--- src/rtl/depth_pixel_backprojection_unit_macros.svh ---
// Assertion macros shared by the back-projection RTL.
// No dependencies; included by modules that carry assertions.
`ifndef DEPTH_PIXEL_BACKPROJECTION_UNIT_MACROS_SVH
`define DEPTH_PIXEL_BACKPROJECTION_UNIT_MACROS_SVH

// Same-cycle implication, disabled during reset.
`define DPBU_ASSERT_NOW(label, clk, rst_n, ante, cons, msg) \
    label: assert property (@(posedge clk) disable iff (!(rst_n)) (ante) |-> (cons)) \
        else $error(msg);

// Next-cycle implication, disabled during reset.
`define DPBU_ASSERT_NEXT(label, clk, rst_n, ante, cons, msg) \
    label: assert property (@(posedge clk) disable iff (!(rst_n)) (ante) |=> (cons)) \
        else $error(msg);

`endif

--- src/rtl/dpbu_pkg.sv ---
// Shared constants, register indexes and types of the depth back-projection unit.
// No dependencies.
`default_nettype none

package dpbu_pkg;

    localparam int P_MAX_DIM = 4096;
    localparam int CNT_W     = $clog2(P_MAX_DIM);

    localparam int SIZE_W    = 13;
    localparam int DEPTH_W   = 16;
    localparam int SCALE_W   = 24;
    localparam int CTR_W     = 16;
    localparam int INV_W     = 24;
    localparam int Z_W       = 32;
    localparam int RES_W     = 48;
    localparam int CFG_IDX_W = 3;
    localparam int CFG_DAT_W = 24;

    localparam int POS_W     = CNT_W + 4;
    localparam int OFF_W     = ((POS_W > CTR_W) ? POS_W : CTR_W) + 1;
    localparam int MAG_W     = OFF_W - 1;
    localparam int A_W       = MAG_W + INV_W;
    localparam int ALO_W     = 32;
    localparam int AHI_W     = A_W - ALO_W;
    localparam int LO_W      = ALO_W + Z_W;
    localparam int HI_W      = AHI_W + Z_W;
    localparam int FRAC_W    = 28;
    localparam int Q_W       = HI_W + 4;
    localparam int ZP_W      = DEPTH_W + SCALE_W;

    localparam int CMDQ_DEPTH = 4;
    localparam int CMDQ_AW    = $clog2(CMDQ_DEPTH);
    localparam int OUTQ_DEPTH = 8;
    localparam int OUTQ_AW    = $clog2(OUTQ_DEPTH);
    localparam int OUTQ_CNT_W = OUTQ_AW + 1;
    localparam int PIPE_STAGES = 4;

    localparam logic [CFG_IDX_W-1:0] REG_IMAGE_WIDTH  = 3'd0;
    localparam logic [CFG_IDX_W-1:0] REG_IMAGE_HEIGHT = 3'd1;
    localparam logic [CFG_IDX_W-1:0] REG_DEPTH_SCALE  = 3'd2;
    localparam logic [CFG_IDX_W-1:0] REG_CENTER_X     = 3'd3;
    localparam logic [CFG_IDX_W-1:0] REG_CENTER_Y     = 3'd4;
    localparam logic [CFG_IDX_W-1:0] REG_INV_FOCAL_X  = 3'd5;
    localparam logic [CFG_IDX_W-1:0] REG_INV_FOCAL_Y  = 3'd6;

    typedef struct packed {
        logic [SIZE_W-1:0]  image_width;
        logic [SIZE_W-1:0]  image_height;
        logic [SCALE_W-1:0] depth_scale;
        logic [CTR_W-1:0]   center_x;
        logic [CTR_W-1:0]   center_y;
        logic [INV_W-1:0]   inv_focal_x;
        logic [INV_W-1:0]   inv_focal_y;
    } t_cfg;

    localparam t_cfg CFG_RESET = '{
        image_width:  13'd8,
        image_height: 13'd8,
        depth_scale:  24'd16777,
        center_x:     16'd56,
        center_y:     16'd56,
        inv_focal_x:  24'd0,
        inv_focal_y:  24'd0
    };

    typedef struct packed {
        logic [DEPTH_W-1:0] depth;
        logic [CNT_W-1:0]   col;
        logic [CNT_W-1:0]   row;
    } t_cmd;

    typedef struct packed {
        logic              valid;
        t_cmd              cmd;
    } t_cmd_push;

    typedef struct packed {
        logic signed [RES_W-1:0] x;
        logic signed [RES_W-1:0] y;
        logic [Z_W-1:0]          z;
    } t_point;

endpackage

`default_nettype wire

--- src/rtl/dpbu_front.sv ---
// Front end: pixel acceptance, raster counters and pixel classification.
// Depends on dpbu_pkg.
`default_nettype none

module dpbu_front (
    input  wire logic              i_clk,
    input  wire logic              i_rst_n,
    input  wire dpbu_pkg::t_cfg    i_cfg,
    input  wire logic              i_push,
    input  wire logic [15:0]       i_depth_sample,
    input  wire logic              i_cmdq_full,
    output dpbu_pkg::t_cmd_push    o_cmd_push
);
    import dpbu_pkg::*;

    logic [CNT_W-1:0] r_col, n_col;
    logic [CNT_W-1:0] r_row, n_row;
    logic [CNT_W:0]   col_inc, row_inc;
    logic             col_wrap, row_wrap;
    logic             accept, calib_ok;

    assign accept   = i_push && !i_cmdq_full;
    assign calib_ok = (i_cfg.inv_focal_x != '0) && (i_cfg.inv_focal_y != '0);

    assign col_inc  = {1'b0, r_col} + (CNT_W+1)'(1);
    assign row_inc  = {1'b0, r_row} + (CNT_W+1)'(1);
    assign col_wrap = (32'(col_inc) >= 32'(i_cfg.image_width)) ||
                      (32'(col_inc) >= 32'(P_MAX_DIM));
    assign row_wrap = (32'(row_inc) >= 32'(i_cfg.image_height)) ||
                      (32'(row_inc) >= 32'(P_MAX_DIM));

    always_comb begin
        n_col = r_col;
        n_row = r_row;
        if (accept) begin
            n_col = col_wrap ? '0 : col_inc[CNT_W-1:0];
            if (col_wrap) begin
                n_row = row_wrap ? '0 : row_inc[CNT_W-1:0];
            end
        end
    end

    always_ff @(posedge i_clk) begin
        if (!i_rst_n) begin
            r_col <= '0;
            r_row <= '0;
        end else begin
            r_col <= n_col;
            r_row <= n_row;
        end
    end

    assign o_cmd_push.valid     = accept && calib_ok && (i_depth_sample != '0);
    assign o_cmd_push.cmd.depth = i_depth_sample;
    assign o_cmd_push.cmd.col   = r_col;
    assign o_cmd_push.cmd.row   = r_row;

endmodule

`default_nettype wire

--- config.mk ---
export PLATFORM = sky130hd
export DESIGN_NAME = dpbu_front
export DESIGN_NICKNAME = d
export VERILOG_FILES = /design/src/rtl/depth_pixel_backprojection_unit_macros.svh /design/src/rtl/dpbu_pkg.sv /design/src/rtl/dpbu_front.sv
export SDC_FILE = /design/constraint.sdc
export NUM_CORES = 1
export LEC_CHECK = 0
export ABC_AREA = 0
export BUFFER_PORTS_ARGS = -buffer_cell sky130_fd_sc_hd__clkbuf_2
export CAP_MARGIN = 0
export CORE_ASPECT_RATIO = 1.1
export CORE_MARGIN = 1
export CORE_UTILIZATION = 42
export CTS_CLUSTER_DIAMETER = 40
export DETAILED_ROUTE_END_ITERATION = 12
export GPL_TIMING_DRIVEN = 0
export PLACE_DENSITY = 0.9
export SYNTH_ARGS = -nofsm -noshare
export SYNTH_HDL_FRONTEND = slang
export SYNTH_SLANG_ARGS = --single-unit
--- constraint.sdc ---
create_clock -name i_clk -period 5.1 [get_ports i_clk]
set_clock_uncertainty 0.1 [all_clocks]
set_input_delay 0.51 -clock i_clk [delete_from_list [all_inputs] [get_ports i_clk]]
set_output_delay 0.51 -clock i_clk [all_outputs]
set_load 0.05 [all_outputs]
---- Word-level counts from Yosys, hierarchy flattened ----
Cells that the tools add are included.
operators by class
  add/subtract/negate cells ............... 2
  $lt $le $gt $ge ......................... 4
  mux-type cells .......................... 2
  reductions and logical operators ........ 11
operator list
  kind                                                              count
  24-bit nonzero test                                               2
  12-bit by 1-bit adder with 13-bit output (second input constant)  2
  13-bit >= comparator                                              2
  13-bit >= comparator (second input constant)                      2
  12-bit 2-to-1 mux                                                 2
  16-bit nonzero test                                               1
  1-bit logical AND                                                 4
  1-bit logical OR                                                  2
  2-bit AND reduction                                               1
  1-bit logical NOT                                                 1
word-level totals
  register bits after elaboration ......... 24
  bits of input ports ..................... 150
  output and inout bits ................... 41
  logic and storage cells ................. 21

---- Depth between registers and ports, before layout ----
Gate-level depths: netlist of the first run.
  word-level depth ........................ 4
  mapped depth ............................ 13
  depth with buffers taken out ............ 12

---- Worst setup path before layout of the first run ----
Ideal clock, no wire load.
  path kind ............................... register to register
  start ................................... register r_col[0]
  end ..................................... register r_col[8]
  setup time .............................. 0.091 ns
  arrival time ............................ 3.374 ns
  setup slack ............................. 1.535 ns
  cell stages (with the launch flop) ...... 13
  cells stage by stage .................... dfxtp_1 > ha_1 > nand3_2 > nor3_1 > nand3_1 > xnor2_1 > ha_1 > nand3_1 > nor2_1 > a2111o_1 > a211oi_4 > a21oi_1 > a311oi_1
between the ends
  cells in the longest elaborated chain, start to end .. 4
  elaborated cells on any way between the ends .. 5
  those cells by class .................... add/sub (1); order compare (2); mux (1); reduce/logical (1)
RTL lines
  element                                         line                                source
  start: declaration                              dpbu_front.sv:16                    logic [CNT_W-1:0] r_col, n_col;
  start signal: assignment                        dpbu_front.sv:48                    r_col <= n_col;
  12-bit by 1-bit adder with 13-bit output (*)    dpbu_front.sv:25                    assign col_inc = {1'b0, r_col} + (CNT_W+1)'(1);
  13-bit >= comparator, on equally long branches  dpbu_front.sv:27, dpbu_front.sv:28
  1-bit logical OR                                dpbu_front.sv:27                    assign col_wrap = (32'(col_inc) >= 32'(i_cfg.image_width)) ||
  12-bit 2-to-1 mux (*)                           dpbu_front.sv:36                    n_col = col_wrap ? '0 : col_inc[CNT_W-1:0];
Mark *: on every way between the ends. The rest lies on a longest branch, timed or not.
A chain may end at the register's enable or synchronous reset.

---- Worst setup path in the final report of the first run ----
  start ................................... register r_row[2]
  end ..................................... register r_row[2]
between the ends
  cells in the longest elaborated chain, start to end .. 4
  elaborated cells on any way between the ends .. 5
  those cells by class .................... add/sub (1); order compare (2); mux (1); reduce/logical (1)
RTL lines
  element                                         line                                source
  start: declaration                              dpbu_front.sv:17                    logic [CNT_W-1:0] r_row, n_row;
  start signal: assignment                        dpbu_front.sv:49                    r_row <= n_row;
  12-bit by 1-bit adder with 13-bit output (*)    dpbu_front.sv:26                    assign row_inc = {1'b0, r_row} + (CNT_W+1)'(1);
  13-bit >= comparator, on equally long branches  dpbu_front.sv:29, dpbu_front.sv:30
  1-bit logical OR                                dpbu_front.sv:29                    assign row_wrap = (32'(row_inc) >= 32'(i_cfg.image_height)) ||
  12-bit 2-to-1 mux (*)                           dpbu_front.sv:38                    n_row = row_wrap ? '0 : row_inc[CNT_W-1:0];
Marked as above.

==> flow_summary_export.csv, run 1 <==
group,metric,value,unit
clocking,cts_sinks,24,
yosys,synth.distinct_cells,43,
power_and_ir_drop,power_frac_seq,0.390,
global_routing,grt_pass1_wl,12.0,mm
route,drtAntennaViolNets,0,
setup_path,rr_startpoint,"r_row[2]",
setup_path,crit_arrival,3.88,ns
place,hpwl,6.37,mm
timing,drv_slew,0,
route,vias_per_cell,5.52,
timing,min_period,3.79,ns
clocking,cts-htree-levels,1,
clocking,ctsRootBufferMaster,"clkbuf_8",
power_and_ir_drop,switching_share,0.291,
global_routing,track_usage,0.269,
route,drt_pre_antenna_iters,5,
route,avgRoutedWirePerCell,15.2,um
yosys,synth_area_per_cell,7.75,um2
status,status,"completed",
place,pre_cts_ws,1.43,ns
setup_path,worst-setup-path-type,"register to register",
setup_path,critPathLaunch,"r_row[2]",
yosys,yosys_warnings,0,
power_and_ir_drop,peakVddDrop,112,uV
route,drt_iter0_drc,230,
place,numPortBuffers,133,
run,maxCapViolCount,0,
setup_path,worstPathRequired,5.19,ns
floorplan,io_pins,191,
min_path,min_from,"r_col[10]",
setup_path,cpMostUsedCell,"nand3_1",
yosys,ys_async_sr_fraction,0,
clocking,cts_made_buffers,3,
clocking,cts_hold_buf,0,
clocking,cts_buffer_depth,2,
power_and_ir_drop,clkPwrFrac,0.355,
layout,drive_gt1_frac,0.377,
yosys,synth_seq_cells,24,
setup_path,max_stage_delay,0.45,ns
setup_path,r2r_cells,11,
power_and_ir_drop,switching_power,141,uW
timing,tightest_slew,0.671,ns
setup_path,slowest_stage,"dfxtp_1",
global_routing,grt_start_max_net_pins,15,
yosys,synth.net_count,476,
route,wirelength,7.70,mm
power_and_ir_drop,p_int,344,uW
setup_path,cp_top_family,"simple AND/OR/NAND/NOR gates",
power_and_ir_drop,p_leak,0.00158,uW
layout,final_cell_mix,"clkbuf_2 (133), inv_1 (30), ha_1 (28)",
yosys,synth_top_cells_by_area,"dfxtp_1 (21%), ha_1 (15%), xnor2_1 (6.4%)",
floorplan,rows,27,
timing,hold_viol,0,
power_and_ir_drop,power.density,155,mW/mm2
route,vias,2800,
floorplan,die_w,72.7,um
min_path,hp-class,"register to register",
global_routing,grt_pass1_vias,2615,
yosys,synth.yosys.seq_area_share,0.208,
setup_path,start_kind,"register",
layout,layout.nets,614,
setup_path,cp.depth,11,
route,drc,0,
setup_path,worstPathMaxFanout,8,
clocking,post_cts_buffers,0,
power_and_ir_drop,combPwrFrac,0.255,
floorplan,initial_core_util,0.450,
setup_path,cp.buffers_inverters,0,
layout,final.fill_count,492,
setup_path,reg2reg_setup_slack,1.31,ns
floorplan,die_area,0.00580,mm2
yosys,syn_area,0.00231,mm2
clocking,path_clk_slew,0.09,ns
yosys,synth_edf_count,0,
setup_path,regToRegEndpoint,"r_row[2]",
clocking,clk_latency,0.27,ns
global_routing,grt-ovfl-total,0,
floorplan,die_h,79.8,um
timing,post-route-period-util,0.743,
setup_path,critPathCaptureType,"register",
yosys,synth_cells,298,
timing,rsz0062_at_grt,"no",
layout,mostFrequentLayoutCell,"clkbuf_2",
clocking,cts-resized-gates,0,
timing,max_freq,0.264,GHz
place,gp_congestion,0.902,
setup_path,cp_cell_sequence,"nand3_1 > or2_0 > or3_1 > xnor2_1 > ha_1 > o21ai_0 > nor2_1 > a2111o_1 > a31oi_1 > nand3_1 > o22ai_1",
global_routing,antenna_found_initial,0,
timing,relSlewSlack,0.548,
yosys,synth.top_cell.area_share,0.208,
layout,antenna_cells,0,
clocking,cts_tree,"built",
timing,setup_violations,0,
yosys,synth_top_flop_cell,"dfxtp_1",
layout,area_growth,35.8,%
timing,fin_ws,1.31,ns
setup_path,cp-endpoint,"r_row[2]",
timing,setup_tns,0,ns
yosys,synth_largest_area_cell,"dfxtp_1",
floorplan,core,0.00513,mm2
synthesized netlist by cell type (all sizes together), types with 6 or more instances:
| library cell | n |
|---|---|
| inv | 30 |
| ha | 28 |
| dfxtp | 24 |
| nand2 | 23 |
| buf | 19 |
| nor2 | 18 |
| nor4 | 18 |
| xnor2 | 17 |
| nand3 | 15 |
| a21oi | 14 |
| a211oi | 12 |
| o21ai | 11 |
| or3 | 10 |
| nand4 | 7 |
| o22ai | 7 |
| a22oi | 6 |
| clkbuf | 6 |
power by group through the flow:
stage / combinational (uW) / clock [uW] / sequential (uW)
3_5_place_dp: 122 / 0 / 194
4_1_cts: 123 / 171 / 189
5_1_grt: 133 / 179 / 190
3_3_place_gp: 120 / 0 / 194
6_report: 124 / 172 / 189
2_1_floorplan: 64.3 / 0 / 196
metal layers:
metal,track usage,routed length [um]
met1,0.379,3390
met2,0.421,3330
met3,0.0644,881
met4,0.0412,102
met5,0,0
state kept, by name (all words and copies together), names as in the netlist:
name,flops
r_row,12
r_col,12
tightest hold or removal path, delay by kind of cell (launching register included):
family	cells	cell delay, ns
flops	1	0.36
simple gates	1	0.07
compound gates	1	0.05
per-stage QoR:
| step | instance area [um2] | util | power (uW) | hold slack (ns) | instances |
|---|---|---|---|---|---|
| final | 3140 | 0.611 | 486 | 0.423 | 507 |
| after global routing | 3140 | 0.611 | 502 | 0.445 | 507 |
| after CTS | 3140 | 0.611 | 484 | 0.416 | 507 |
| after detailed placement | 3070 | 0.597 | 316 | 0.402 | 503 |
| after global placement | 3070 | 0.597 | 314 | 0.392 | 503 |
| after floorplan | 2310 | - | 261 | 0.598 | 298 |
area by class of cell:
class	count	area [um2]	area share
multi-input combinational	219	1550	0.493
timing repair buffer	133	666	0.212
sequential	24	480	0.153
buffer	25	170	0.0542
inverter	30	113	0.0359
tap	72	90.1	0.0287
clock buffer	3	41.3	0.0132
clock inverter	1	30.0	0.00957
cells by family (layout without fill, tap and decap cells):
group           count (synthesis)  after routing  synth area share
buf+inv                        55            192             0.122
mux                             1              1           0.00433
flops                          24             24             0.208
fa+ha+maj                      28             28             0.152
xor+xnor                       21             21            0.0796
compound gates                 64             64             0.190
simple gates                  105            105             0.244
worst min path at each step:
| stage | endpoint | slack (ns) | cells past startpoint |
|---|---|---|---|
| after floorplan | r_col[10] | 0.60 | 2 |
| after global placement | r_col[10] | 0.39 | 2 |
| after detailed placement | r_col[10] | 0.40 | 2 |
| after CTS | r_col[10] | 0.42 | 2 |
| after global routing | r_col[10] | 0.45 | 2 |
| final | r_col[10] | 0.42 | 2 |
(Power assumes the default switching activity.)
==> inputs of run 2 (changes only) <==
CORE_UTILIZATION = 36   (was 42)
PLACE_DENSITY = 0.82   (was 0.9)
clock period = 3.05 ns   (was 5.1 ns; I/O delays follow)
==> run 2 against run 1 <==
  * Clock power rose by 19%
  * Global-route usage fell by 2.6 points
  * Worst setup slack got worse by 1.5 ns
  * Clock-buffer cell count rose by 1
  * Critical endpoint is now r_col[8]
  * Worst hold slack got worse by 0.040 ns
  * The run now ends with setup timing left
  * Total power rose by 52%
  * Largest power group unchanged
  * Register-to-register slack got worse by 1.5 ns
  * Maximum frequency rose by 18%
  * Via count rose by 2.7%
  * Sequential power rose by 62%
  * Sequential share of layout area fell by 1.2 points
==> flow_summary_export.csv, run 2 (synthesis results as in run 1) <==
group,metric,value,unit
timing,min_period,3.22,ns
setup_path,worstPathRequired,3.10,ns
floorplan,rows,30,
setup_path,rr_startpoint,"r_col[1]",
setup_path,cp_top_family,"compound AO/OA/AOI/OAI gates",
route,drt_iter0_drc,270,
floorplan,initial_core_util,0.373,
clocking,path_clk_slew,0.09,ns
global_routing,grt_pass1_wl,12.9,mm
setup_path,worst-setup-path-type,"register to register",
status,status,"finished with violations",
timing,max_freq,0.310,GHz
clocking,ctsRootBufferMaster,"clkbuf_8",
timing,drv_slew,0,
clocking,cts_hold_buf,0,
place,dp.cells,511,
timing,relSlewSlack,0.355,
setup_path,cp.depth,14,
route,drt_pre_antenna_iters,4,
place,numPortBuffers,133,
route,drc,0,
global_routing,antenna_found_initial,0,
setup_path,critPathLaunch,"r_col[1]",
timing,hold_viol,0,
route,wirelength,8.82,mm
clocking,cts-htree-levels,1,
place,gp_congestion,0.865,
setup_path,reg2reg_setup_slack,-0.17,ns
route,vias_per_cell,5.25,
layout,multi_input_area,0.00185,mm2
power_and_ir_drop,peakVddDrop,203,uV
run,maxCapViolCount,0,
setup_path,worstPathMaxFanout,5,
layout,drive_gt1_frac,0.543,
setup_path,cp.buffers_inverters,2,
global_routing,grt_pass1_vias,2837,
setup_path,critPathCaptureType,"register",
place,pre_cts_ws,-0.357,ns
setup_path,regToRegEndpoint,"r_col[8]",
layout,area_growth,63.1,%
global_routing,track_usage,0.243,
global_routing,grt_start_max_net_pins,14,
timing,tightest_slew,0.958,ns
setup_path,r2r_cells,14,
layout,reg_top3,"r_col (12), r_row (12)",
layout,antenna_cells,0,
floorplan,io_pins,191,
status,failed_checks,"setup timing",
floorplan,die_area,0.00674,mm2
route,vias,2876,
clocking,cts_sinks,24,
layout,fin_cells,548,
timing,post-route-period-util,1.06,
clocking,clk_latency,0.27,ns
layout,mostFrequentLayoutCell,"clkbuf_2",
timing,rsz0062_at_grt,"yes",
setup_path,slowest_stage,"a2111o_1",
min_path,hold_depth,3,
route,drtAntennaViolNets,0,
timing,setup_violations,3,
power_and_ir_drop,power,737,uW
clocking,cts_tree,"built",
setup_path,max_stage_delay,0.49,ns
power_and_ir_drop,power.density,196,mW/mm2
clocking,cts_made_buffers,3,
place,hpwl,6.26,mm
floorplan,core,0.00619,mm2
clocking,cts_buffer_depth,2,
floorplan,die_w,78.4,um
global_routing,grt-ovfl-total,0,
setup_path,cp-endpoint,"r_col[8]",
setup_path,crit_arrival,3.27,ns
floorplan,die_h,86.0,um
setup_path,cp_cell_sequence,"ha_4 > nand3_4 > nor3_4 > buf_6 > nand3_4 > xnor2_2 > ha_1 > nand3_2 > nor2_1 > a2111o_1 > a21oi_4 > buf_6 > nand2b_1 > a311oi_1",
setup_path,start_kind,"register",
route,avgRoutedWirePerCell,16.1,um
layout,final.fill_count,560,
power_and_ir_drop,p_leak,0.00185,uW
min_path,hp-class,"input pin to register",
layout,seq_area,531,um2
timing,fin_ws,-0.171,ns
layout,layout.nets,647,
layout,final_cell_mix,"clkbuf_2 (133), buf_4 (43), inv_1 (30)",
-- run 2: cell count changes in the layout (fill, tap and decap cells not counted), moves of 5 or more --
| cell | delta |
|---|---|
| xnor2_1 | -5 |
| dfxtp_1 | -16 |
| a21oi_1 | -7 |
| xnor2_2 | +5 |
| buf_4 | +26 |
| a21oi_2 | +6 |
| nand3_4 | +6 |
| nand3_1 | -6 |
| buf_6 | +9 |
| dfxtp_4 | +12 |
-- run 2: worst min path at each step --
stage                   start         to  slack [ns]
finish                i_rst_n   r_row[3]        0.38
global route          i_rst_n   r_row[3]        0.39
CTS                   i_rst_n   r_row[3]        0.35
detailed placement  r_col[10]  r_col[10]        0.40
global placement    r_col[10]  r_col[10]        0.39
floorplan            r_row[2]   r_row[2]        0.47
-- run 2: worst reg2reg max path, stage by stage, from the launching register on --
cell      delay [ns]
dfxtp_4         0.39
ha_4            0.17
nand3_4         0.13
nor3_4          0.19
buf_6           0.13
nand3_4         0.07
xnor2_2         0.16
ha_1            0.31
nand3_2         0.09
nor2_1          0.05
a2111o_1        0.49
a21oi_4         0.24
buf_6           0.16
nand2b_1        0.09
a311oi_1        0.32
-- run 2: layer usage --
layer  track usage  vias up  wire length, um
met1         0.310     1343             3790
met4        0.0286        0               38
met2         0.417      119             4260
met5             0        -                0
li1              -     1408                -
met3        0.0681        6              734
-- run 2: repair_timing --
item / 4_1_cts / 5_1_grt
setup buffers: 13 / 19
resized for setup: 27 / 39
endpoints found under the setup margin: 23 / 24
pin swaps: 9 / 41
gates cloned: 1 / 1
-- run 2: final cells by class --
cell class / count / share of cell area
multi-input combinational: 219 / 0.492
inverter: 30 / 0.0299
buffer: 24 / 0.0468
timing repair buffer: 167 / 0.251
clock buffer: 4 / 0.0120
tap: 80 / 0.0266
sequential: 24 / 0.141
-- run 2: through the flow --
| step | instance area (um2) | setup TNS (ns) | hold slack, ns | util |
|---|---|---|---|---|
| floorplan | 2390 | 0 | 0.473 | - |
| global placement | 3150 | -2.78 | 0.387 | 0.509 |
| detailed placement | 3150 | -4.89 | 0.400 | 0.509 |
| CTS | 3440 | 0 | 0.345 | 0.556 |
| global route | 3770 | -1.62 | 0.387 | 0.608 |
| finish | 3770 | -0.217 | 0.383 | 0.608 |
-- run 2: power breakdown --
group | switching [uW] | leakage [uW] | internal (uW)
clock network | 111 | 0.0000228 | 93.7
logic | 129 | 0.00162 | 96.5
registers | 2.20 | 0.000205 | 305
total | 242 | 0.00185 | 495
