$ cat config.mk
export PLATFORM = sky130hd
export DESIGN_NAME = dpbu_cmd_queue
export DESIGN_NICKNAME = d
export VERILOG_FILES = /design/src/rtl/depth_pixel_backprojection_unit_macros.svh /design/src/rtl/dpbu_pkg.sv /design/src/rtl/dpbu_cmd_queue.sv
export SDC_FILE = /design/constraint.sdc
export NUM_CORES = 1
export LEC_CHECK = 0
export ABC_AREA = 1
export ABC_CLOCK_PERIOD_IN_PS = 4000
export BUFFER_PORTS_ARGS = -buffer_cell sky130_fd_sc_hd__buf_2
export CAP_MARGIN = 20
export CORE_MARGIN = 2
export CORE_UTILIZATION = 57
export DETAILED_ROUTE_END_ITERATION = 7
export PLACE_DENSITY = 0.79
export SYNTH_ARGS = -nofsm -noshare
export SYNTH_HDL_FRONTEND = slang
export SYNTH_SLANG_ARGS = --single-unit
$ cat constraint.sdc
create_clock -name i_clk -period 4 [get_ports i_clk]
set_input_delay 0.8 -clock i_clk [delete_from_list [all_inputs] [get_ports i_clk]]
set_output_delay 0.8 -clock i_clk [all_outputs]
set_load 0.03 [all_outputs]
$ cat src/rtl/depth_pixel_backprojection_unit_macros.svh
// Assertion macros shared by the back-projection RTL.
// No dependencies; included by modules that carry assertions.
`ifndef DEPTH_PIXEL_BACKPROJECTION_UNIT_MACROS_SVH
`define DEPTH_PIXEL_BACKPROJECTION_UNIT_MACROS_SVH

// Same-cycle implication, disabled during reset.
`define DPBU_ASSERT_NOW(label, clk, rst_n, ante, cons, msg) \
    label: assert property (@(posedge clk) disable iff (!(rst_n)) (ante) |-> (cons)) \
        else $error(msg);

// Next-cycle implication, disabled during reset.
`define DPBU_ASSERT_NEXT(label, clk, rst_n, ante, cons, msg) \
    label: assert property (@(posedge clk) disable iff (!(rst_n)) (ante) |=> (cons)) \
        else $error(msg);

`endif

$ cat src/rtl/dpbu_pkg.sv
// Shared constants, register indexes and types of the depth back-projection unit.
// No dependencies.
`default_nettype none

package dpbu_pkg;

    localparam int P_MAX_DIM = 4096;
    localparam int CNT_W     = $clog2(P_MAX_DIM);

    localparam int SIZE_W    = 13;
    localparam int DEPTH_W   = 16;
    localparam int SCALE_W   = 24;
    localparam int CTR_W     = 16;
    localparam int INV_W     = 24;
    localparam int Z_W       = 32;
    localparam int RES_W     = 48;
    localparam int CFG_IDX_W = 3;
    localparam int CFG_DAT_W = 24;

    localparam int POS_W     = CNT_W + 4;
    localparam int OFF_W     = ((POS_W > CTR_W) ? POS_W : CTR_W) + 1;
    localparam int MAG_W     = OFF_W - 1;
    localparam int A_W       = MAG_W + INV_W;
    localparam int ALO_W     = 32;
    localparam int AHI_W     = A_W - ALO_W;
    localparam int LO_W      = ALO_W + Z_W;
    localparam int HI_W      = AHI_W + Z_W;
    localparam int FRAC_W    = 28;
    localparam int Q_W       = HI_W + 4;
    localparam int ZP_W      = DEPTH_W + SCALE_W;

    localparam int CMDQ_DEPTH = 4;
    localparam int CMDQ_AW    = $clog2(CMDQ_DEPTH);
    localparam int OUTQ_DEPTH = 8;
    localparam int OUTQ_AW    = $clog2(OUTQ_DEPTH);
    localparam int OUTQ_CNT_W = OUTQ_AW + 1;
    localparam int PIPE_STAGES = 4;

    localparam logic [CFG_IDX_W-1:0] REG_IMAGE_WIDTH  = 3'd0;
    localparam logic [CFG_IDX_W-1:0] REG_IMAGE_HEIGHT = 3'd1;
    localparam logic [CFG_IDX_W-1:0] REG_DEPTH_SCALE  = 3'd2;
    localparam logic [CFG_IDX_W-1:0] REG_CENTER_X     = 3'd3;
    localparam logic [CFG_IDX_W-1:0] REG_CENTER_Y     = 3'd4;
    localparam logic [CFG_IDX_W-1:0] REG_INV_FOCAL_X  = 3'd5;
    localparam logic [CFG_IDX_W-1:0] REG_INV_FOCAL_Y  = 3'd6;

    typedef struct packed {
        logic [SIZE_W-1:0]  image_width;
        logic [SIZE_W-1:0]  image_height;
        logic [SCALE_W-1:0] depth_scale;
        logic [CTR_W-1:0]   center_x;
        logic [CTR_W-1:0]   center_y;
        logic [INV_W-1:0]   inv_focal_x;
        logic [INV_W-1:0]   inv_focal_y;
    } t_cfg;

    localparam t_cfg CFG_RESET = '{
        image_width:  13'd8,
        image_height: 13'd8,
        depth_scale:  24'd16777,
        center_x:     16'd56,
        center_y:     16'd56,
        inv_focal_x:  24'd0,
        inv_focal_y:  24'd0
    };

    typedef struct packed {
        logic [DEPTH_W-1:0] depth;
        logic [CNT_W-1:0]   col;
        logic [CNT_W-1:0]   row;
    } t_cmd;

    typedef struct packed {
        logic              valid;
        t_cmd              cmd;
    } t_cmd_push;

    typedef struct packed {
        logic signed [RES_W-1:0] x;
        logic signed [RES_W-1:0] y;
        logic [Z_W-1:0]          z;
    } t_point;

endpackage

`default_nettype wire

$ cat src/rtl/dpbu_cmd_queue.sv
// Short command queue between the front end and the arithmetic back end.
// Depends on dpbu_pkg.
`default_nettype none

module dpbu_cmd_queue (
    input  wire logic                i_clk,
    input  wire logic                i_rst_n,
    input  wire dpbu_pkg::t_cmd_push i_push,
    output logic                     o_full,
    output logic                     o_valid,
    output dpbu_pkg::t_cmd           o_cmd,
    input  wire logic                i_pop
);
    import dpbu_pkg::*;

    t_cmd               r_mem [CMDQ_DEPTH];
    logic [CMDQ_AW-1:0] r_wp, r_rp;
    logic [CMDQ_AW:0]   r_cnt;
    logic               do_push, do_pop;

    assign o_full  = (r_cnt == (CMDQ_AW+1)'(CMDQ_DEPTH));
    assign o_valid = (r_cnt != '0);
    assign o_cmd   = r_mem[r_rp];
    assign do_push = i_push.valid && !o_full;
    assign do_pop  = i_pop && o_valid;

    always_ff @(posedge i_clk) begin
        if (do_push) begin
            r_mem[r_wp] <= i_push.cmd;
        end
    end

    always_ff @(posedge i_clk) begin
        if (!i_rst_n) begin
            r_wp  <= '0;
            r_rp  <= '0;
            r_cnt <= '0;
        end else begin
            if (do_push) begin
                r_wp <= r_wp + CMDQ_AW'(1);
            end
            if (do_pop) begin
                r_rp <= r_rp + CMDQ_AW'(1);
            end
            r_cnt <= r_cnt + (CMDQ_AW+1)'(do_push) - (CMDQ_AW+1)'(do_pop);
        end
    end

endmodule

`default_nettype wire

After elaboration in Yosys (flattened, before gate mapping)
Memories as Yosys holds them, arrays and structs flattened. A register that Yosys moved wholly into a read port is not among the register bits.
Cells that the tools add are included.
- register bits after elaboration: 7
- memory bits (writable): 160
- output and inout bits: 42
- word-level logic and storage cells: 17
- memories kept: 1
- input port bits: 44
- memory list (memory ; words ; bits a word ; rd ports ; clocked after memory_dff ; wr ports ; line ; RTL):
    r_mem ; 4 ; 40 ; 1 ; 1 ; 1 ; dpbu_cmd_queue.sv:16 ; t_cmd r_mem [CMDQ_DEPTH];
- add/sub/neg operators: 4
- reductions and logical operators: 4
- multiplexer cells: 4
- equal/unequal tests: 1
- operator list (operator ; count):
    2-bit by 1-bit adder with 2-bit output, second input constant ; 2
    2-bit 2-to-1 mux ; 2
    3-bit by 1-bit adder with 3-bit output ; 1
    3-bit == test, second input constant ; 1
    3-bit nonzero test ; 1
    3-bit by 1-bit subtractor with 3-bit output ; 1
    1-bit logical AND ; 2
    1-bit 2-to-1 mux ; 2
    1-bit zero test ; 1

Logic depth before layout (Yosys ltp)
Gate-level depths: netlist of the first run.
- word-level depth: 5
- depth in mapped cells: 10
- mapped depth without buffers: 10

Worst setup path before layout of the first run
No wires, ideal clock.
- kind: input -> register
- start point: in i_push[40] (netlist bit)
- end point: mem r_mem[0][0] (netlist bit) (enable)
- setup time: 0.437 ns
- cell stages on the path: 2
- setup slack: 0.962 ns
- arrival: 2.601 ns
- path buffers: 0
- path through: nand2_1 -> nor2_1
- longest elaborated chain between the ends: 3
- ends and longest elaborated chain (what ; line ; RTL):
    start, declared ; dpbu_cmd_queue.sv:8 ; input wire dpbu_pkg::t_cmd_push i_push,
    1-bit logical AND ; dpbu_cmd_queue.sv:24 ; assign do_push = i_push.valid && !o_full;
    1-bit 2-to-1 mux ; dpbu_cmd_queue.sv:28 ; if (do_push) begin
    1-bit 2-to-1 mux (not written as such) ; dpbu_cmd_queue.sv:29 ; r_mem[r_wp] <= i_push.cmd;
    end, declared ; dpbu_cmd_queue.sv:16 ;
Every way passes these cells.

==> results of run 1 <==
registers in the layout (all words and copies together), names as in the netlist, named ones only:
name   count
r_mem    160
r_wp       2
r_cnt      3
r_rp       2
logic make-up (layout without fill, tap and decap cells):
family	after synthesis	count (layout)	share of synthesized area, %
compound gates	127	127	10.7
buf+inv	42	146	5.24
fa+ha+maj	7	7	1.45
simple gates	108	108	6.37
flops	169	169	76.2
metrics by stage:
| step | instance area, um2 | hold slack (ns) |
|---|---|---|
| 2_1_floorplan | 6540 | 0.448 |
| 3_3_place_gp | 7000 | 0.465 |
| 3_5_place_dp | 7000 | 0.481 |
| 4_1_cts | 7630 | 0.499 |
| 5_1_grt | 7630 | 0.546 |
| 6_report | 7630 | 0.498 |
final timing paths:
check,start,end,slack [ns],cells past startpoint
worst max register to register,r_cnt[1],r_mem[1][2],1.70,5
worst min-delay path,r_rp[0],r_rp[0],0.50,2
worst max-delay path,flop,o_cmd[18],1.02,4
worst min register to register,r_rp[0],r_rp[0],0.50,2
routing by layer:
layer  vias to the layer above  global-route usage (%)  part of all wire (%)
met3                        29                    6.83                   6.6
li1                       1862                       -                     -
met2                       141                    35.8                    51
met1                      1944                    25.8                    40
met5                         -                       0                     0
met4                         0                    9.47                   2.5
cell usage in the layout, fill, tap and decap left out, drive strengths merged, types with 2 or more instances in the layout:
| master | count |
|---|---|
| a21oi | 4 |
| nand3 | 3 |
| nand2 | 13 |
| clkbuf | 19 |
| buf | 97 |
| nor2 | 92 |
| ha | 6 |
| bufinv | 5 |
| dfxtp | 9 |
| a21boi | 2 |
| clkinv | 7 |
| o21ai | 81 |
| o22ai | 40 |
| inv | 17 |
| edfxtp | 160 |
worst max-delay path, cell delays in order (launching register included):
cell                      delay (ns)
sky130_fd_sc_hd__dfxtp_2        0.66
sky130_fd_sc_hd__buf_4          0.44
sky130_fd_sc_hd__o21ai_0        0.16
sky130_fd_sc_hd__o22ai_1        0.24
sky130_fd_sc_hd__buf_2          0.24
area by class of cell:
cell class                      count  area (um2)
Timing Repair Buffer               97         515
Fill cell                         767        3690
Sequential cell                   169        4990
Clock inverter                     13         201
Tap cell                          143         179
Multi-Input combinational cell    242        1240
Clock buffer                       19         433
Inverter                           17        76.3
power by group:
part / leakage, nW / switching (mW) / internal [mW]
Sequential: 1.54 / 0.0835 / 2.16
Clock: 0.306 / 0.624 / 1.10
Combinational: 0.919 / 1.03 / 0.374
Total: 2.76 / 1.73 / 3.64
==> out/results.md, run 1 <==
- **result of the run** finished clean
- **Sum Neg Setup Slack** 0 ns
- **sequential-to-total area share from yosys stat** 76.2%
- **leakage power figure** 2.76 nW
- **final critical-path required period** 2.98 ns
- **total number of vias** 3976
- **effective utilization at floorplan** 57.7%
- **Max-cap violations** 0
- **Max Clk Rate** 0.335 GHz
- **core footprint** 11300 um2
- **fraction of post-synthesis cell area in the top cell type by area** 73.5%
- **required time at the worst-slack endpoint** 3.20 ns
- **leading post-synthesis cells by cell area** sky130_fd_sc_hd__edfxtp_1 (73%), sky130_fd_sc_hd__nor2_1 (5.2%), sky130_fd_sc_hd__o22ai_1 (3.8%)
- **Max Clock Skew** 0.00958 ns
- **routed wire length** 12.9 mm
- **count of nets left with antenna violations after detail routing** 0
- **antenna diode count** 0
- **Die Span Y** 111 um
- **number of storage elements in the synthesis netlist** 169
- **full die area** 12300 um2
- **TritonCTS clock tree** yes
- **Die X-Extent** 111 um
- **kind of critical path** flop to output pin
- **area overhead of the layout relative to synthesis** 16.7%
- **root buffer selected by CTS** sky130_fd_sc_hd__clkbuf_16
- **normalized max-slew margin** 40.1%
- **DRC violation count after routing** 0
- **critical path peak fanout** 38
- **post-cts sizing count** 0
- **placed cell count** 668
- **average cell area after synthesis** 14.4 um2
- **net count of the finished layout** 595
- **number of hold violations in the final report** 0
- **number of nets in the synthesized netlist** 504
- **Most used DFF post-synth** sky130_fd_sc_hd__edfxtp_1
- **maximum level of the CTS H-tree** 4
- **hold crit path type** flop to flop
- **number of distinct library cells after synthesis** 22
- **kind of end point of the critical path** output pin
- **Power Density** 704 nW/um2
- **final critical-path share of the clock period** 74.6%
- **number of placement rows** 39
- **Yosys warning total** 0
- **kind of launch point of the worst setup path** flop
- **arrival time at the worst endpoint** 2.18 ns
- **router iterations before antenna repair** 5
- **unrepaired setup endpoints after global routing** false
- **clock edge transition at the registers on the reported setup and hold paths** 0.06 ns
- **area leader, netlist** sky130_fd_sc_hd__edfxtp_1
- **Port Buffers** 85
- **crit path setup slack, layout** 1.02 ns
- **Final HPWL DP** 7.45 mm
- **global-route wire length before repair** 20.2 mm
- **all-layer global routing usage** 21.4%
- **number of placed I/O pins** 86
- **first-iteration detailed-routing DRC count** 339
- **final estimated routing congestion in global placement** 0.754
- **power after layout** 5.37 mW
- **fraction of registers with async set or reset after synthesis** 0%
- **number of enable flip-flop cells after synthesis** 160
- **actual slew at the worst max-slew pin** 0.896 ns
- **CTS Hold Bufs** 0
- **number of buffers inserted by post-CTS setup repair** 0
- **Final Util** 67.4%
- **worst ir drop on vdd** 0.465 mV
- **Via-to-Cell Ratio** 5.68
- **Gate Count Post-Synth** 453
- **Clock Sinks** 169
- **fraction of final layout cells sized beyond drive strength 1** 24.4%
- **clock insertion delay at the later pin of the skew report** 0.41 ns
- **antenna violations before repair** 0
- **global-route congestion overflow total** 0
- **via count of the first global-routing pass** 4018
- **final cell count without fillers** 700
- **placement-stage worst setup slack** 1.39 ns
- **top cells by count, synth** sky130_fd_sc_hd__edfxtp_1 (160), sky130_fd_sc_hd__nor2_1 (91), sky130_fd_sc_hd__o21ai_0 (41)
- **final routed wire length divided by cell count** 18.4 um
- **Slew Limit Fails** 0
- **maximum number of pins on one net before global-route repair** 81
- **total CTS buffers** 17
- **# setup viols final** 0
- **most common cell in the synthesized netlist** sky130_fd_sc_hd__edfxtp_1
- **area of the mapped netlist** 6540 um2
- **maximum root-to-sink buffer count** 2
Note: power is estimated with default switching activity, not from simulation.
==> run 2: changes to the inputs <==
--- a/config.mk
+++ b/config.mk
@@ -5,8 +5,8 @@
 export SDC_FILE = /design/constraint.sdc
 export NUM_CORES = 1
 export LEC_CHECK = 0
-export ABC_AREA = 1
-export ABC_CLOCK_PERIOD_IN_PS = 4000
+export ABC_AREA = 0
+export ABC_CLOCK_PERIOD_IN_PS = 3000
 export BUFFER_PORTS_ARGS = -buffer_cell sky130_fd_sc_hd__buf_2
 export CAP_MARGIN = 20
 export CORE_MARGIN = 2
==> constraint.sdc (replaced) <==
create_clock -name i_clk -period 3 [get_ports i_clk]
set_input_delay 0.6 -clock i_clk [delete_from_list [all_inputs] [get_ports i_clk]]
set_output_delay 0.6 -clock i_clk [all_outputs]
set_load 0.03 [all_outputs]
==> run 2 against run 1 <==
Clock power increased by 8%. Flip-flop and latch count unchanged. Total power increased by 24%. Sequential power increased by 34%. Highest routed layer unchanged. Non-clock buffer count unchanged. Die area decreased by 3.4%. Critical path depth decreased by 1. Global-route usage decreased by 2.1 points. Core utilization increased by 1.5 points.
==> out/results.md, run 2 <==
- **Max Clock Skew** 0.00734 ns, -0.00225 ns
- **Max-cap violations** 0, unchanged
- **Sum Neg Setup Slack** 0 ns, unchanged
- **area leader, netlist** sky130_fd_sc_hd__edfxtp_1
- **global-route congestion overflow total** 0, unchanged
- **Die Span Y** 109 um, -1.7%
- **number of nets in the synthesized netlist** 308, -39%
- **leakage power figure** 2.56 nW, -7.6%
- **leading post-synthesis cells by cell area** sky130_fd_sc_hd__edfxtp_1 (76%), sky130_fd_sc_hd__mux4_2 (14%), sky130_fd_sc_hd__dfxtp_1 (2.9%)
- **critical path peak fanout** 12, -68%
- **fraction of final layout cells sized beyond drive strength 1** 45.7%, +21 points
- **Yosys warning total** 0, unchanged
- **number of storage elements in the synthesis netlist** 169, unchanged
- **Max Clk Rate** 0.377 GHz
- **placed cell count** 483, -28%
- **portion of total power attributed to sequential cells** 45.4%, +3.6 points
- **most common cell after layout, fill and taps aside** sky130_fd_sc_hd__edfxtp_1
- **post-cts sizing count** 0, unchanged
- **Clock Sinks** 169, unchanged
- **kind of critical path** flop to output pin
- **number of distinct library cells after synthesis** 19, -14%
- **Worst Hold Depth** 1, -1
- **Slew Limit Fails** 0, unchanged
- **number of cells traversed by the worst register-to-register path** 12, +7
- **number of enable flip-flop cells after synthesis** 160, unchanged
- **final routed wire length divided by cell count** 20.2 um, +9.9%
- **worst ir drop on vdd** 0.484 mV, +4.0%
- **beginning of the worst hold path** i_push[12]
- **Final HPWL DP** 6.48 mm, -13%
- **global-route wire length before repair** 16.0 mm, -20%
- **router iterations before antenna repair** 6, +1
- **arrival time at the worst endpoint** 2.05 ns, -0.13 ns
- **DRC violation count after routing** 0, unchanged
- **most common cell in the synthesized netlist** sky130_fd_sc_hd__edfxtp_1
- **hold crit path type** input pin to flop
- **Die X-Extent** 109 um, -1.7%
- **end of the worst register-to-register path** r_cnt[2]
- **final critical-path share of the clock period** 88.4%
- **via count of the first global-routing pass** 2993, -26%
- **Power Density** 888 nW/um2, +26%
- **share of power burned in the clock network** 28.2%, -4.0 points
- **net switching power** 1.97 mW, +14%
- **full die area** 11900 um2, -3.4%
- **largest registers in the final layout** r_mem (160), r_cnt (3)
- **flip-flop count of the largest register after layout** 160, unchanged
- **clock edge transition at the registers on the reported setup and hold paths** 0.06 ns, about the same
- **register-to-register path setup slack** 0.69 ns, -1.01 ns
- **TritonCTS clock tree** yes
- **final cell count without fillers** 515, -26%
- **count of nets left with antenna violations after detail routing** 0, unchanged
- **actual slew at the worst max-slew pin** 0.595 ns, -0.301 ns
- **Via-to-Cell Ratio** 5.48, -3.6%
- **effective utilization at floorplan** 58.2%, +0.45 points
- **fraction of registers with async set or reset after synthesis** 0%, unchanged
- **launch instance of the worst register-to-register path** r_cnt[1]
- **# setup viols final** 0, unchanged
- **total CTS buffers** 17, unchanged
- **top cells by count, synth** sky130_fd_sc_hd__edfxtp_1 (160), sky130_fd_sc_hd__mux4_2 (40), sky130_fd_sc_hd__dfxtp_1 (9)
- **all-layer global routing usage** 19.3%, -2.1 points
- **average cell area after synthesis** 24.5 um2, +70%
- **number of hold violations in the final report** 0, unchanged
- **area overhead of the layout relative to synthesis** 18.4%
- **Int Power** 4.66 mW, +28%
- **final estimated routing congestion in global placement** 0.701, -7.1%
- **maximum level of the CTS H-tree** 4, unchanged
- **normalized max-slew margin** 60.3%, +20 points
- **placed inst area** 6960 um2, -0.55%
- **first-iteration detailed-routing DRC count** 179, -47%
- **final critical-path required period** 2.65 ns
- **area of the mapped netlist** 6310 um2, -3.5%
- **core footprint** 10800 um2, -4.2%
- **Most used DFF post-synth** sky130_fd_sc_hd__edfxtp_1
- **routed wire length** 10.4 mm, -19%
- **kind of launch point of the worst setup path** flop
- **most frequent cells in the layout** sky130_fd_sc_hd__edfxtp_1 (160), sky130_fd_sc_hd__buf_2 (85), sky130_fd_sc_hd__mux4_2 (40), sky130_fd_sc_hd__clkbuf_16 (16), sky130_fd_sc_hd__dfxtp_1 (7)
- **fraction of post-synthesis cell area in the top cell type by area** 76.2%, +2.7 points
- **result of the run** finished clean
- **unrepaired setup endpoints after global routing** false
- **total number of vias** 2821, -29%
- **hold worst-path end** r_mem[2][12]
- **area of all placed cells without fillers** 7470 um2, -2.1%
- **antenna violations before repair** 0, unchanged
- **maximum number of pins on one net before global-route repair** 22, -73%
- **required time at the worst-slack endpoint** 2.40 ns, -0.80 ns
- **net count of the finished layout** 413, -31%
- **kind of end point of the critical path** output pin
- **sequential-to-total area share from yosys stat** 79.0%, +2.8 points
- **proportion of power drawn by combinational gates** 26.4%, +0.3 points
- **number of placed I/O pins** 86, unchanged
- **Gate Count Post-Synth** 257, -43%
- **number of placement rows** 38, -2.6%
- **register area** 4990 um2, about the same
- **switching portion of total power** 29.7%, -2.6 points
- **area occupied by multi-input gates** 1180 um2, -4.5%
- **root buffer selected by CTS** sky130_fd_sc_hd__clkbuf_8
- **Port Buffers** 85, unchanged
- **CTS Hold Bufs** 0, unchanged
- **Final Util** 68.9%, +1.5 points
- **number of buffers inserted by post-CTS setup repair** 0, unchanged
- **maximum root-to-sink buffer count** 2, unchanged
- **largest reg by FF count** r_mem
- **clock insertion delay at the later pin of the skew report** 0.52 ns, +0.11 ns
- **filler cell count** 690, -10%
run 2: cell count changes after synthesis, sizes merged, moves of 3 or more:
cell / previous run / this run
xnor2: 0 / 4
o21ai: 81 / 0
o22ai: 40 / 0
a21oi: 4 / 0
buf: 25 / 10
nand2: 13 / 4
nor2b: 0 / 4
nor2: 92 / 0
and2: 0 / 7
nand3: 3 / 0
inv: 17 / 5
mux4: 0 / 40
run 2: critical path, cell delays in order, from the launching register on:
cell and delay [ns]:
sky130_fd_sc_hd__dfxtp_4 0.50, sky130_fd_sc_hd__buf_4 0.29, sky130_fd_sc_hd__mux4_2 0.54, sky130_fd_sc_hd__buf_2 0.20
run 2: how the worst max path moves through the flow:
stage / start / cells past startpoint / slack, ns / end
final: flop / 3 / 0.35 / o_cmd[37]
after global routing: flop / 3 / 0.21 / o_cmd[37]
after CTS: flop / 3 / 0.26 / o_cmd[37]
after detailed placement: i_push[40] / 12 / 0.55 / r_cnt[2]
after global placement: i_push[40] / 12 / 0.63 / r_cnt[2]
after floorplan: r_cnt[2] / 12 / 0.51 / r_cnt[2]
run 2: final cells by class:
class / count / share of cell area (%)
Timing Repair Buffer: 97 / 7.91
Clock buffer: 20 / 5.70
Tap cell: 140 / 2.35
Inverter: 5 / 0.251
Clock inverter: 11 / 1.11
Antenna cell: 1 / 0.0335
Sequential cell: 169 / 66.8
Multi-Input combinational cell: 72 / 15.8
run 2: cell families after synthesis:
kind of cell | after synthesis | share of synthesized area, %
DFF | 169 | 79.0
muxes | 42 | 14.6
and+or+nand+nor | 17 | 1.63
buffers and inverters | 16 | 2.30
adders and majority gates | 7 | 1.51
xor gates and xnor gates | 4 | 0.555
AOI/OAI and AO/OA | 2 | 0.397
run 2: metal layers:
layer / part of all wire [%] / vias up / global-route usage, %
li1: - / 1275 / -
met1: 42 / 1451 / 24.9
met3: 6.3 / 7 / 7.59
met4: 0.77 / 0 / 5.15
met2: 51 / 88 / 31.1
met5: 0 / - / 0
run 2: stage by stage:
| step | hold WS [ns] | total power [mW] | setup WS, ns |
|---|---|---|---|
| floorplan | 0.468 | 4.40 | 0.508 |
| global placement | 0.485 | 4.79 | 0.632 |
| detailed placement | 0.502 | 4.83 | 0.547 |
| CTS | 0.259 | 6.72 | 0.262 |
| global route | 0.264 | 6.92 | 0.206 |
| finish | 0.293 | 6.63 | 0.348 |
run 2: power by group through the flow:
stage | Clock (mW) | Sequential, mW | Combinational (mW)
after CTS | 1.92 | 3.02 | 1.78
after global placement | 0 | 3.04 | 1.75
after detailed placement | 0 | 3.06 | 1.76
after floorplan | 0 | 2.98 | 1.42
after global routing | 2.00 | 3.05 | 1.87
final | 1.87 | 3.01 | 1.75
